===== src/rds_ram.sv =====
// rds_ram: generic simple dual-read ram, one write port, registered reads
// read during write at the same address returns the old word; no dependencies
`default_nettype none

module rds_ram #(
  parameter int WIDTH = 64,
  parameter int DEPTH = 16,
  localparam int AW = $clog2(DEPTH)
) (
  input  wire logic             clk,
  input  wire logic             we,
  input  wire logic [AW-1:0]    waddr,
  input  wire logic [WIDTH-1:0] wdata,
  input  wire logic             re,
  input  wire logic [AW-1:0]    raddr_a,
  input  wire logic [AW-1:0]    raddr_b,
  output logic      [WIDTH-1:0] rdata_a,
  output logic      [WIDTH-1:0] rdata_b
);

  logic [WIDTH-1:0] mem [DEPTH];

  always_ff @(posedge clk) begin
    if (we) begin
      mem[waddr] <= wdata;
    end
    if (re) begin
      rdata_a <= mem[raddr_a];
      rdata_b <= mem[raddr_b];
    end
  end

endmodule

`default_nettype wire


===== config.mk =====
export PLATFORM = sky130hd
export DESIGN_NAME = rds_ram
export DESIGN_NICKNAME = d
export VERILOG_FILES = /design/src/rds_ram.sv
export SDC_FILE = /design/constraint.sdc
export NUM_CORES = 1
export LEC_CHECK = 0
export BUFFER_PORTS_ARGS = -buffer_cell sky130_fd_sc_hd__buf_4
export CORE_MARGIN = 2
export CORE_UTILIZATION = 25
export CTS_CLUSTER_SIZE = 8
export DETAILED_ROUTE_END_ITERATION = 10
export SLEW_MARGIN = 20
export SYNTH_ARGS = -nofsm -noshare
export SYNTH_HDL_FRONTEND = slang
export SYNTH_SLANG_ARGS = --single-unit

===== constraint.sdc =====
create_clock -name clk -period 19.6 [get_ports clk]
set_input_delay 3.92 -clock clk [delete_from_list [all_inputs] [get_ports clk]]
set_output_delay 3.92 -clock clk [all_outputs]
set_load 0.01 [all_outputs]

Word-level counts from Yosys, hierarchy flattened. Memories as Yosys holds them, arrays and structs flattened. A register that Yosys moved wholly into a read port is not among the register bits. Index checks and enable logic that the tools add are counted.

Bits in registers: 0. Bits in writable memories: 1024. Output and inout port bits: 128. Memories kept: 1. Input bits: 79. Logic and storage cells: 3.

Memories: mem (words 16, width 64, read ports 2, clocked after memory_dff 2, write ports 1, line 21) `logic [WIDTH-1:0] mem [DEPTH];`.

Mux-type cells: 2.

Operator list (number): two-way mux 1 bit (2).

Longest topological paths before layout.
Depth in word-level cells: 2. Depth in mapped cells: 6. Gate-level depth less buffers: 3.

Worst setup path after synthesis. Ideal clock, no wire load.

Kind: input to register. Start point: input waddr[2]. End point: memory mem[0][0] (enable). Buffers on the path: 0. Library setup time: 0.565 ns. Data arrival time: 8.783 ns. Path slack: 10.251 ns. Data required time: 19.035 ns. Stages on the path: 2. Cell sequence: or3b_2 -> nor3_1.

RTL lines: start: declaration (line 12) `input wire logic [AW-1:0] waddr,`; end: declaration (line 21).

Straight into the memory's write port.

==> summary.txt <==
Synthesis
  • Dominant cells by area after synthesis: edfxtp_1, mux4_2, a22oi_1
  • Most common cell in the netlist: edfxtp_1
  • Post-synth top area share: 0.698
  • Synth cell types: 17
  • Syn Area/Cell: 22.1 um2
  • Mapped Nets: 2326
  • Mapped cell area: 0.0496 mm2
  • Top cells by count, synth: edfxtp_1, mux4_2, a22oi_1, nand2_1, clkbuf_1
  • Synthesized netlist cell count: 2247
  • Number of flops mapped to enable cells by yosys: 1152
  • Async S/R FF share, synth: 0
  • Ys Warns: 0
  • Seq/Total Area, Yosys: 0.698
  • Yosys reg bits: 1152
  • Cell accounting for the most synthesized area: edfxtp_1
  • Primary FF master, synth: edfxtp_1

Layout
  • Finished Layout Cells: 5181
  • Fillers: 18961
  • Sequential Area: 0.0346 mm2
  • Area delta synth->final: 18.5%
  • Share of cells above drive strength 1: 0.389
  • Final net count: 2592
  • Area occupied by multi-input gates: 0.0142 mm2

Global routing
  • Initial antenna violation count: 22
  • Total GRT Usage: 0.141
  • Largest net degree at the start of global routing: 113
  • First-pass GRT wire length: 203000 um
  • Vias in the first global route: 27408
  • Total congestion overflow: 0

Setup path
  • Worst reg2reg setup slack: 17.97 ns
  • Critical Path AT: 7.29 ns
  • CP max FO: 65
  • Crit end category: flip-flop
  • Startpoint types: input port
  • CP required: 20.12 ns
  • Worst R2R End: rdata_b[14]$_DFFE_PP_
  • Worst setup path category: input port to flip-flop
  • Cells on worst reg2reg path: 3
  • Reg2Reg Launch Point: mem[10][14]$_DFFE_PP_

Placed design
  • Cell count after placement: 4988
  • Hpwl dp: 77800 um
  • GP Congestion: 0.709
  • Number of port buffers: 206

CTS
  • TritonCTS buffer count: 163
  • CTS Root Cell: clkbuf_16
  • Post-cts sizing count: 0
  • Worst-Skew Late Latency: 0.80 ns
  • Max clock buf depth: 3
  • Setup bufs post-CTS: 0
  • Clock Sink Count: 1152
  • CTS H-tree depth: 4
  • Hold buffers post-CTS: 0
  • Clk pin slew, worst setup/hold paths: 0.05 ns
  • CTS tree: built

Floorplan
  • Core ar.: 0.197 mm2
  • Die ar.: 0.202 mm2
  • Die W: 449 um
  • Starting Density: 0.251
  • # IOs: 207
  • Num rows: 163
  • Die height: 449 um

Detailed routing
  • Final WL: 145000 um
  • Wire per inst: 27.9 um
  • First-pass detailed-route iteration total: 5
  • Post-DRT Antenna Nets: 0
  • # DRC: 0
  • DR vias/cell: 4.93
  • DRT iter0 DRCs: 2504
  • Vias: 25563

STA
  • Setup_tns: 0 ns
  • Relative slew slack: 0.242
  • Final period util: 0.345
  • Max frequency: 0.148 GHz
  • Final Hold Fails: 0
  • Final setup vio count: 0
  • Final Max Tran Viols: 0
  • Clock Skew: 0.0503 ns
  • Min Tclk post-route: 6.77 ns
  • Worst-margin pin slew: 1.14 ns
  • RSZ-0062 raised after global routing: no

Worst hold path
  • Hold path startpoint: mem[14][44]$_DFFE_PP_
  • Worst min path class: flip-flop to flip-flop
  • Worst Hold Depth: 3
  • Worst Hold Path EP: rdata_a[44]$_DFFE_PP_

Run status
  • Status: complete, no violations

Power
  • Worst vdd ir: 0.0000821 V
  • Tot Pwr: 5.78 mW
  • Pleak: 18.4 nW
  • Pwr Density: 98.3 mW/mm2

Flow run
  • Max-cap check violation count: 0
[worst max-delay path, cell delays in order]
cell	delay (ns)
buf_8	0.54
buf_4	0.78
buf_4	0.89
mux4_2	0.60
a22oi_1	0.26
nand2_1	0.08
[worst max-delay path by stage]
stage	start	endpoint	cells after the start
after detailed placement	raddr_a[0]	rdata_a[47]$_DFFE_PP_	6
after CTS	raddr_a[0]	rdata_a[47]$_DFFE_PP_	6
after global routing	raddr_a[0]	rdata_a[47]$_DFFE_PP_	6
after floorplan	waddr[2]	mem[0][0]$_DFFE_PP_	2
after global placement	raddr_a[0]	rdata_a[47]$_DFFE_PP_	6
final	raddr_b[0]	rdata_b[52]$_DFFE_PP_	6
[sequential cells by signal, indices dropped and copies added, names as in the netlist]
register	cells
mem	1024
rdata_a	64
rdata_b	64
[cell families after synthesis]
| kind of cell | count (synthesis) | synth area share |
|---|---|---|
| AO/OA/AOI/OAI | 256 | 0.0388 |
| buffers and inverters | 168 | 0.0183 |
| AND/OR/NAND/NOR | 159 | 0.0128 |
| flip-flops | 1152 | 0.698 |
| multiplexers | 512 | 0.233 |
[stage by stage]
step | setup WS (ns) | utilization | hold WS, ns | area (um2)
finish | 12.83 | 0.298 | 0.743 | 58800
floorplan | 10.25 | - | 0.731 | 49600
global placement | 11.91 | 0.275 | 0.750 | 54200
CTS | 12.76 | 0.298 | 0.743 | 58800
detailed placement | 11.89 | 0.275 | 0.751 | 54300
global route | 12.50 | 0.298 | 0.786 | 58800
[placed cells by master (no fill, tap or decap), types with 5 or more instances in the layout]
cell and instances:
diode_2 7, edfxtp_1 1152, clkinv_16 7, buf_4 258, clkbuf_16 164, nor2_4 14
mux4_2 512, nand2_1 129, a22oi_1 256, clkbuf_1 5
[routing by layer]
| metal | wire [um] | vias to the layer above | share of wire | GRT usage |
|---|---|---|---|---|
| li1 | - | 10400 | - | - |
| met1 | 54700 | 13909 | 0.38 | 0.166 |
| met2 | 76000 | 948 | 0.53 | 0.250 |
| met3 | 8530 | 284 | 0.059 | 0.0295 |
| met4 | 5300 | 22 | 0.037 | 0.0574 |
| met5 | 115 | - | 0.00080 | 0 |
[cell type report]
cell class / instances / area share
Antenna cell: 7 / 0.000298
Clock buffer: 169 / 0.0701
Tap cell: 2640 / 0.0562
Sequential cell: 1152 / 0.589
Multi-Input combinational cell: 927 / 0.242
Timing Repair Buffer: 269 / 0.0366
Clock inverter: 17 / 0.00587
[power breakdown]
group	internal [mW]	switching [mW]
Sequential	2.80	0.0320
Combinational	0.184	0.239
Clock	1.49	1.04
Total	4.47	1.31
No activity file was read; power rests on OpenSTA's default activity.
