$ cat src/rds_pkg.sv
// rds_pkg: shared constants and fixed-point helpers for the 3d reaction-diffusion stencil
// used by rds_lap and reaction_diffusion_stencil_3d_top
// depends on nothing
`default_nettype none

package rds_pkg;

  localparam int DATA_W  = 32;
  localparam int COEF_W  = 31;
  localparam int GRID_W  = 7;
  localparam int NOISE_W = 16;
  localparam int CX_W    = 7;
  localparam int CZ_W    = 11;
  localparam int CFG_IW  = 3;

  localparam int MAX_X_DEF = 64;
  localparam int MAX_Y_DEF = 64;
  localparam int MAX_Z_DEF = 1024;

  // register indexes on the config port
  localparam logic [CFG_IW-1:0] REG_DIFF_U    = 3'd0;
  localparam logic [CFG_IW-1:0] REG_DIFF_V    = 3'd1;
  localparam logic [CFG_IW-1:0] REG_FEED      = 3'd2;
  localparam logic [CFG_IW-1:0] REG_KILL      = 3'd3;
  localparam logic [CFG_IW-1:0] REG_TIME_STEP = 3'd4;
  localparam logic [CFG_IW-1:0] REG_NOISE_AMP = 3'd5;
  localparam logic [CFG_IW-1:0] REG_GRID_X    = 3'd6;
  localparam logic [CFG_IW-1:0] REG_GRID_Y    = 3'd7;

  // reset values, q8.24
  localparam logic [COEF_W-1:0] DIFF_U_RST    = 31'd3355443;
  localparam logic [COEF_W-1:0] DIFF_V_RST    = 31'd1677722;
  localparam logic [COEF_W-1:0] FEED_RST      = 31'd335544;
  localparam logic [COEF_W-1:0] KILL_RST      = 31'd805306;
  localparam logic [COEF_W-1:0] TIME_STEP_RST = 31'd16777216;
  localparam logic [COEF_W-1:0] NOISE_AMP_RST = 31'd0;
  localparam logic [GRID_W-1:0] GRID_RST      = 7'd64;

  localparam logic signed [DATA_W-1:0] S32_MAX = 32'sh7fffffff;
  localparam logic signed [DATA_W-1:0] S32_MIN = 32'sh80000000;

  // clip a wide signed value to 32 bits
  function automatic logic signed [DATA_W-1:0] sat32(input logic signed [64:0] x);
    logic signed [DATA_W-1:0] res;
    if (x > 65'sd2147483647) begin
      res = S32_MAX;
    end else if (x < -65'sd2147483648) begin
      res = S32_MIN;
    end else begin
      res = x[DATA_W-1:0];
    end
    return res;
  endfunction

  // q8.24 product: round half up at bit 24, then clip
  function automatic logic signed [DATA_W-1:0] mulq_rs(input logic signed [63:0] p);
    logic signed [64:0] t;
    t = 65'(p) + 65'sd8388608;
    return sat32(t >>> 24);
  endfunction

  // q8.24 times q1.15: round half up at bit 15, then clip
  function automatic logic signed [DATA_W-1:0] noise_rs(input logic signed [63:0] p);
    logic signed [64:0] t;
    t = 65'(p) + 65'sd16384;
    return sat32(t >>> 15);
  endfunction

endpackage

`default_nettype wire

$ cat src/rds_lap.sv
// rds_lap: pipelined 7-point laplacian divided by 6, round to nearest, ties away
// six register stages, advance on en; depends on rds_pkg
`default_nettype none

module rds_lap
  import rds_pkg::*;
(
  input  wire logic                     clk,
  input  wire logic                     en,
  input  wire logic signed [DATA_W-1:0] nb_l,
  input  wire logic signed [DATA_W-1:0] nb_r,
  input  wire logic signed [DATA_W-1:0] nb_dn,
  input  wire logic signed [DATA_W-1:0] nb_up,
  input  wire logic signed [DATA_W-1:0] nb_pp,
  input  wire logic signed [DATA_W-1:0] nb_in,
  input  wire logic signed [DATA_W-1:0] ctr,
  output logic signed [DATA_W-1:0]      lap
);

  // floor(t/3) for t < 2^33 as a*21845 + floor((a+b)/3), t = a*2^16 + b
  localparam logic [34:0] OVF_T  = 35'd6442450944;
  localparam logic [31:0] K21845 = 32'd21845;
  localparam logic [35:0] RCP3   = 36'd174763;

  logic signed [33:0] sa_r, sb_r;
  logic signed [34:0] c6_r;
  logic signed [35:0] su_r;
  logic [35:0]        m_w;
  logic [34:0]        t_w;
  logic [16:0]        hi_r;
  logic [15:0]        lo_r;
  logic [17:0]        sm_w;
  logic [35:0]        pr_w;
  logic [31:0]        qa_r;
  logic [16:0]        qs_r;
  logic [32:0]        q_r;
  logic [1:0]         fl4_r, fl5_r, fl6_r;   // {overflow, negative}
  logic signed [DATA_W-1:0] lap_r;

  always_comb begin
    m_w  = su_r[35] ? 36'(~su_r + 36'sd4) : 36'(su_r + 36'sd3);
    t_w  = m_w[35:1];
    sm_w = 18'(hi_r) + 18'(lo_r);
    pr_w = 36'(sm_w) * RCP3;
  end

  always_ff @(posedge clk) begin
    if (en) begin
      sa_r  <= 34'(nb_l) + 34'(nb_r) + 34'(nb_dn);
      sb_r  <= 34'(nb_up) + 34'(nb_pp) + 34'(nb_in);
      c6_r  <= (35'(ctr) <<< 2) + (35'(ctr) <<< 1);
      su_r  <= 36'(sa_r) + 36'(sb_r) - 36'(c6_r);
      fl4_r <= {(t_w >= OVF_T), su_r[35]};
      hi_r  <= t_w[32:16];
      lo_r  <= t_w[15:0];
      qa_r  <= 32'(hi_r) * K21845;
      qs_r  <= pr_w[35:19];
      fl5_r <= fl4_r;
      q_r   <= 33'(qa_r) + 33'(qs_r);
      fl6_r <= fl5_r;
      if (fl6_r[1]) begin
        lap_r <= fl6_r[0] ? S32_MIN : S32_MAX;
      end else if (fl6_r[0]) begin
        lap_r <= -$signed(q_r[DATA_W-1:0]);
      end else begin
        lap_r <= $signed(q_r[DATA_W-1:0]);
      end
    end
  end

  assign lap = lap_r;

endmodule

`default_nettype wire

$ cat config.mk
export PLATFORM = sky130hd
export DESIGN_NAME = rds_lap
export DESIGN_NICKNAME = d
export VERILOG_FILES = /design/src/rds_pkg.sv /design/src/rds_lap.sv
export SDC_FILE = /design/constraint.sdc
export NUM_CORES = 1
export LEC_CHECK = 0
export BUFFER_PORTS_ARGS = -buffer_cell sky130_fd_sc_hd__buf_2
export CORE_MARGIN = 2
export CORE_UTILIZATION = 30
export DETAILED_ROUTE_END_ITERATION = 7
export GPL_ROUTABILITY_DRIVEN = 0
export MAX_ROUTING_LAYER = met4
export PLACE_DENSITY = 0.47
export SLEW_MARGIN = 20
export SYNTH_ARGS = -nofsm -noshare
export SYNTH_HDL_FRONTEND = slang
export SYNTH_SLANG_ARGS = --single-unit
$ cat constraint.sdc
create_clock -name clk -period 8.45 [get_ports clk]
set_clock_uncertainty 0.15 [all_clocks]
set_input_delay 0.845 -clock clk [delete_from_list [all_inputs] [get_ports clk]]
set_output_delay 0.845 -clock clk [all_outputs]
set_load 0.005 [all_outputs]
### Word level (Yosys, flattened, before mapping)

Index checks and enable logic that the tools add are counted.

* logic and storage cells: 33
* flip-flop bits (word level): 291
* output and inout bits: 32
* input bits: 226

* add/subtract/negate cells: 12
* multipliers: 2
* bitwise operators: 1
* muxes and demuxes: 4
* order comparisons: 1

Operator list (count)
* $mux W32: 3
* $add A33 B32 Y34: 2
* $add A32 B32 Y33: 2
* $add A36 B3 Y36 const B: 1
* $add A36 B4 Y36 const B: 1
* $mul A18 B18 Y36 const B: 1
* $mux W36: 1
* $not A36 Y36: 1
* $sub A35 B35 Y36: 1
* $add A34 B33 Y35: 1
* $add A34 B34 Y35: 1
* $ge A35 B33 Y1 const B: 1
* $add A32 B17 Y32: 1
* $mul A17 B15 Y32 const B: 1
* $neg A32 Y32: 1
* $add A17 B16 Y18: 1

### Depth between registers and ports, before layout

* word-level depth: 4
* depth in mapped cells: 30
* mapped depth without buffers: 30

### Least setup slack after synthesis

OpenSTA, ideal clock, no wires.

* path type: reg-to-reg
* start point: reg hi_r[0]
* end point: reg qs_r[15] (data pin)
* period minus slack after synthesis: 7.528 ns
* path buffers: 0
* library setup time: 0.258 ns
* arrival time: 7.120 ns
* stages on the path, launching flop included: 29
* setup slack: 0.922 ns
* required time: 8.042 ns
* cells stage by stage: edfxtp_1 ha_1 fa_1 a21o_1 a21o_1 a21oi_1 o21a_1 o21ai_0 o41ai_1 o21bai_1 a21oi_1 xnor2_1 ha_1 ha_1 inv_1 fa_1 inv_1 fa_1 fa_1 inv_1 fa_1 inv_1 ha_1 a21o_1 o211ai_1 nor4bb_1 o21bai_1 a21oi_1 xnor2_1

* longest elaborated chain between the ends: 2

Ends and longest elaborated chain
* from (decl): line rds_lap.sv:30 `logic [16:0] hi_r;`
* from (signal assigned): line rds_lap.sv:54 `hi_r <= t_w[32:16];`
* $add A17 B16 Y18: line rds_lap.sv:43 `sm_w = 18'(hi_r) + 18'(lo_r);`
* $mul A18 B18 Y36: line rds_lap.sv:44 `pr_w = 36'(sm_w) * RCP3;`
* net pr_w[34]: line rds_lap.sv:33 `logic [35:0] pr_w;`
* to (signal assigned): line rds_lap.sv:57 `qs_r <= pr_w[35:19];`
* to (decl): line rds_lap.sv:35 `logic [16:0] qs_r;`

The timed path passes the listed nets, and every way through them passes these cells.
A chain may end at the register's enable or synchronous reset.

### Final worst setup path

Same ends and word-level chain as after synthesis.

==> results.py <==
metrics = {
    "synth": {
        "synth.largest_area_cell": "edfxtp_1",
        "synth_fp_nets": 4120,
        "syn_area_um2": 31790,
        "yosysMostFrequentCell": "inv_1",
        "synth_flop_cell": "edfxtp_1",
        "synth.top_cell.area_share_pct": 27.40,
        "async_flop_share_pct": 0,
        "ys_seq_area_share_pct": 27.40,
        "avgSynthCellArea_um2": 10.01,
        "synth_cell_types": 74,
        "ys_warn_count": 0,
        "synth_area_leaders": "edfxtp_1 (27%), fa_1 (18%), ha_1 (17%)",
        "synthTopCellsByCount": "inv_1 (610), ha_1 (436), edfxtp_1 (290)",
        "synth_seq_cells": 290,
        "syn_inst": 3176,
        "synth_edf_count": 290,
    },
    "timing": {
        "finalSetupTns_ns": 0,
        "hold_violations": 0,
        "fin_crit_sh_pct": 92.81,
        "finalCriticalPeriod_ns": 7.842,
        "tightest_slew_ns": 1.004,
        "slew_viol_final": 0,
        "setup_violations": 0,
        "grt_setup_unrepaired": "false",
        "max_freq_ghz": 0.1275,
        "whs_ns": 0.2696,
        "fin_ws_ns": 0.6079,
        "max_slew_margin_pct": 31.30,
    },
    "critical_path": {
        "worstPathRequired_ns": 8.61,
        "slowest_delay_ns": 0.52,
        "crit_path_end_kind": "flop",
        "rrSetupSlack_ns": 0.61,
        "path_max_fanout": 5,
        "crit_type": "flop to flop",
        "cpMaxStageDelayCell": "fa_1",
        "cp-start-kind": "flop",
        "rr_worst_depth": 32,
        "arrival_ns": 8.00,
    },
    "flow_run": {
        "drv_cap": 0,
    },
    "clocking": {
        "cts_tree": "done",
        "clock_sinks": 290,
        "cts_hold_buf": 0,
        "cts_buffer_depth": 3,
        "cts_root_buffer": "clkbuf_16",
        "cts-buffers-inserted": 39,
        "cts_max_level": 2,
        "clock_latency_ns": 0.58,
        "clk_pin_slew_ns": 0.06,
    },
    "route": {
        "detail_route.vias_per_cell": 4.599,
        "vias": 22360,
        "ant_nets": 0,
        "drtIter0Drc": 810,
        "top_layer": "met4",
        "wl_mm": 77.81,
        "met2RoutedLength_mm": 38.87,
        "drc": 0,
        "wl_met3_mm": 2.264,
        "met1_length_mm": 34.20,
        "drt-pass1-iter-count": 4,
        "wl_per_cell_um": 16.00,
    },
    "floorplan": {
        "die_y_um": 329.5,
        "start_util_pct": 30.24,
        "io_pins": 258,
        "rows": 119,
        "die-area_um2": 108600,
        "coreArea_um2": 105100,
        "die_w_um": 329.5,
    },
    "hold_path": {
        "hold_class": "flop to flop",
        "whs_path_depth": 0,
    },
    "final_layout": {
        "drive_gt1_share_pct": 10.46,
        "n_fill_cell": 10840,
        "fin_area_um2": 35980,
        "area_growth_pct": 13.21,
        "nNetsFinal": 4392,
    },
    "global_routing": {
        "grt_pass1_vias": 23120,
        "grt_pass1_wl_mm": 125.4,
        "grt.total_usage_pct": 15.06,
        "grt_max_degree": 144,
        "antenna_found_initial": 3,
        "grt-ovfl-total": 0,
    },
    "place": {
        "numPortBuffers": 257,
        "place_area_um2": 34790,
        "dp_hpwl_mm": 66.25,
        "dpl_worst_slack_ns": 0.2665,
    },
    "outcome": {
        "status": "finished clean",
    },
}
## final timing paths
path / from / to
max: hi_r[0]$_DFFE_PP_ / qs_r[15]$_DFFE_PP_
min: fl5_r[0]$_DFFE_PP_ / fl6_r[0]$_DFFE_PP_
max reg2reg: hi_r[0]$_DFFE_PP_ / qs_r[15]$_DFFE_PP_
min reg2reg: fl5_r[0]$_DFFE_PP_ / fl6_r[0]$_DFFE_PP_
## layout make-up
type | count | area, um^2 | area share [%]
Antenna cell | 2 | 5.005 | 0.01391
Clock buffer | 43 | 991.0 | 2.754
Clock inverter | 19 | 137.6 | 0.3825
Inverter | 611 | 2293 | 6.374
Multi-Input combinational cell | 2227 | 20630 | 57.34
Sequential cell | 290 | 8708 | 24.20
Tap cell | 1391 | 1740 | 4.837
Timing Repair Buffer | 279 | 1474 | 4.096
## logic make-up (layout without fill, tap and decap cells)
kind of cell               after synthesis  count (layout)  share of synthesized area (%)
other                                    0               2                              0
DFF                                    290             290                          27.40
and+or+nand+nor                        554             554                          8.703
muxes                                   11              11                         0.3464
adders and majority gates              718             718                          34.92
AOI/OAI and AO/OA                      688             688                          13.77
xor gates and xnor gates               256             256                          7.054
buffers and inverters                  659             952                          7.810
## timing repair
action	4_1_cts	5_1_grt
resized for setup	0	7
buffers inserted	0	3
hold endpoints to repair	0	0
endpoints found under the setup margin	0	10
## cell usage in the layout (no fill, tap or decap), types with 112 or more instances in the layout
master / n
edfxtp_1: 290
nand2_1: 112
a21oi_1: 229
xnor2_1: 173
ha_1: 436
nor2_1: 151
fa_1: 282
buf_2: 256
inv_1: 610
o21ai_0: 114
## through the flow
| step | cells | util, % |
|---|---|---|
| after global routing | 4862 | 34.23 |
| after floorplan | 3176 | - |
| after CTS | 4857 | 34.17 |
| final | 4862 | 34.23 |
| after detailed placement | 4795 | 33.09 |
| after global placement | 4795 | 33.09 |
## worst max-delay path, delay by kind of cell, from the launching register on
| family | cells | cell delay, ns |
|---|---|---|
| buf+inv | 7 | 0.65 |
| simple gates | 3 | 0.60 |
| flops | 1 | 0.45 |
| xor+xnor | 3 | 0.57 |
| fa+ha+maj | 8 | 3.26 |
| compound gates | 11 | 1.85 |
## routing by layer
layer / global-route usage [%] / vias up
li1: - / 11450
met1: 18.14 / 10460
met2: 26.31 / 350
met3: 1.662 / 104
met4: 4.704 / 0
met5: - / -
## flip-flops by register name (all words and copies together), names as in the netlist
signal	cells
qs_r	17
fl5_r	2
qa_r	32
hi_r	17
su_r	36
fl6_r	2
q_r	32
sa_r	34
fl4_r	2
lap	32
sb_r	34
lo_r	16
c6_r	34
Power is not shown: default switching activity piles up to over one toggle a cycle in this logic, so the estimate is an artifact.
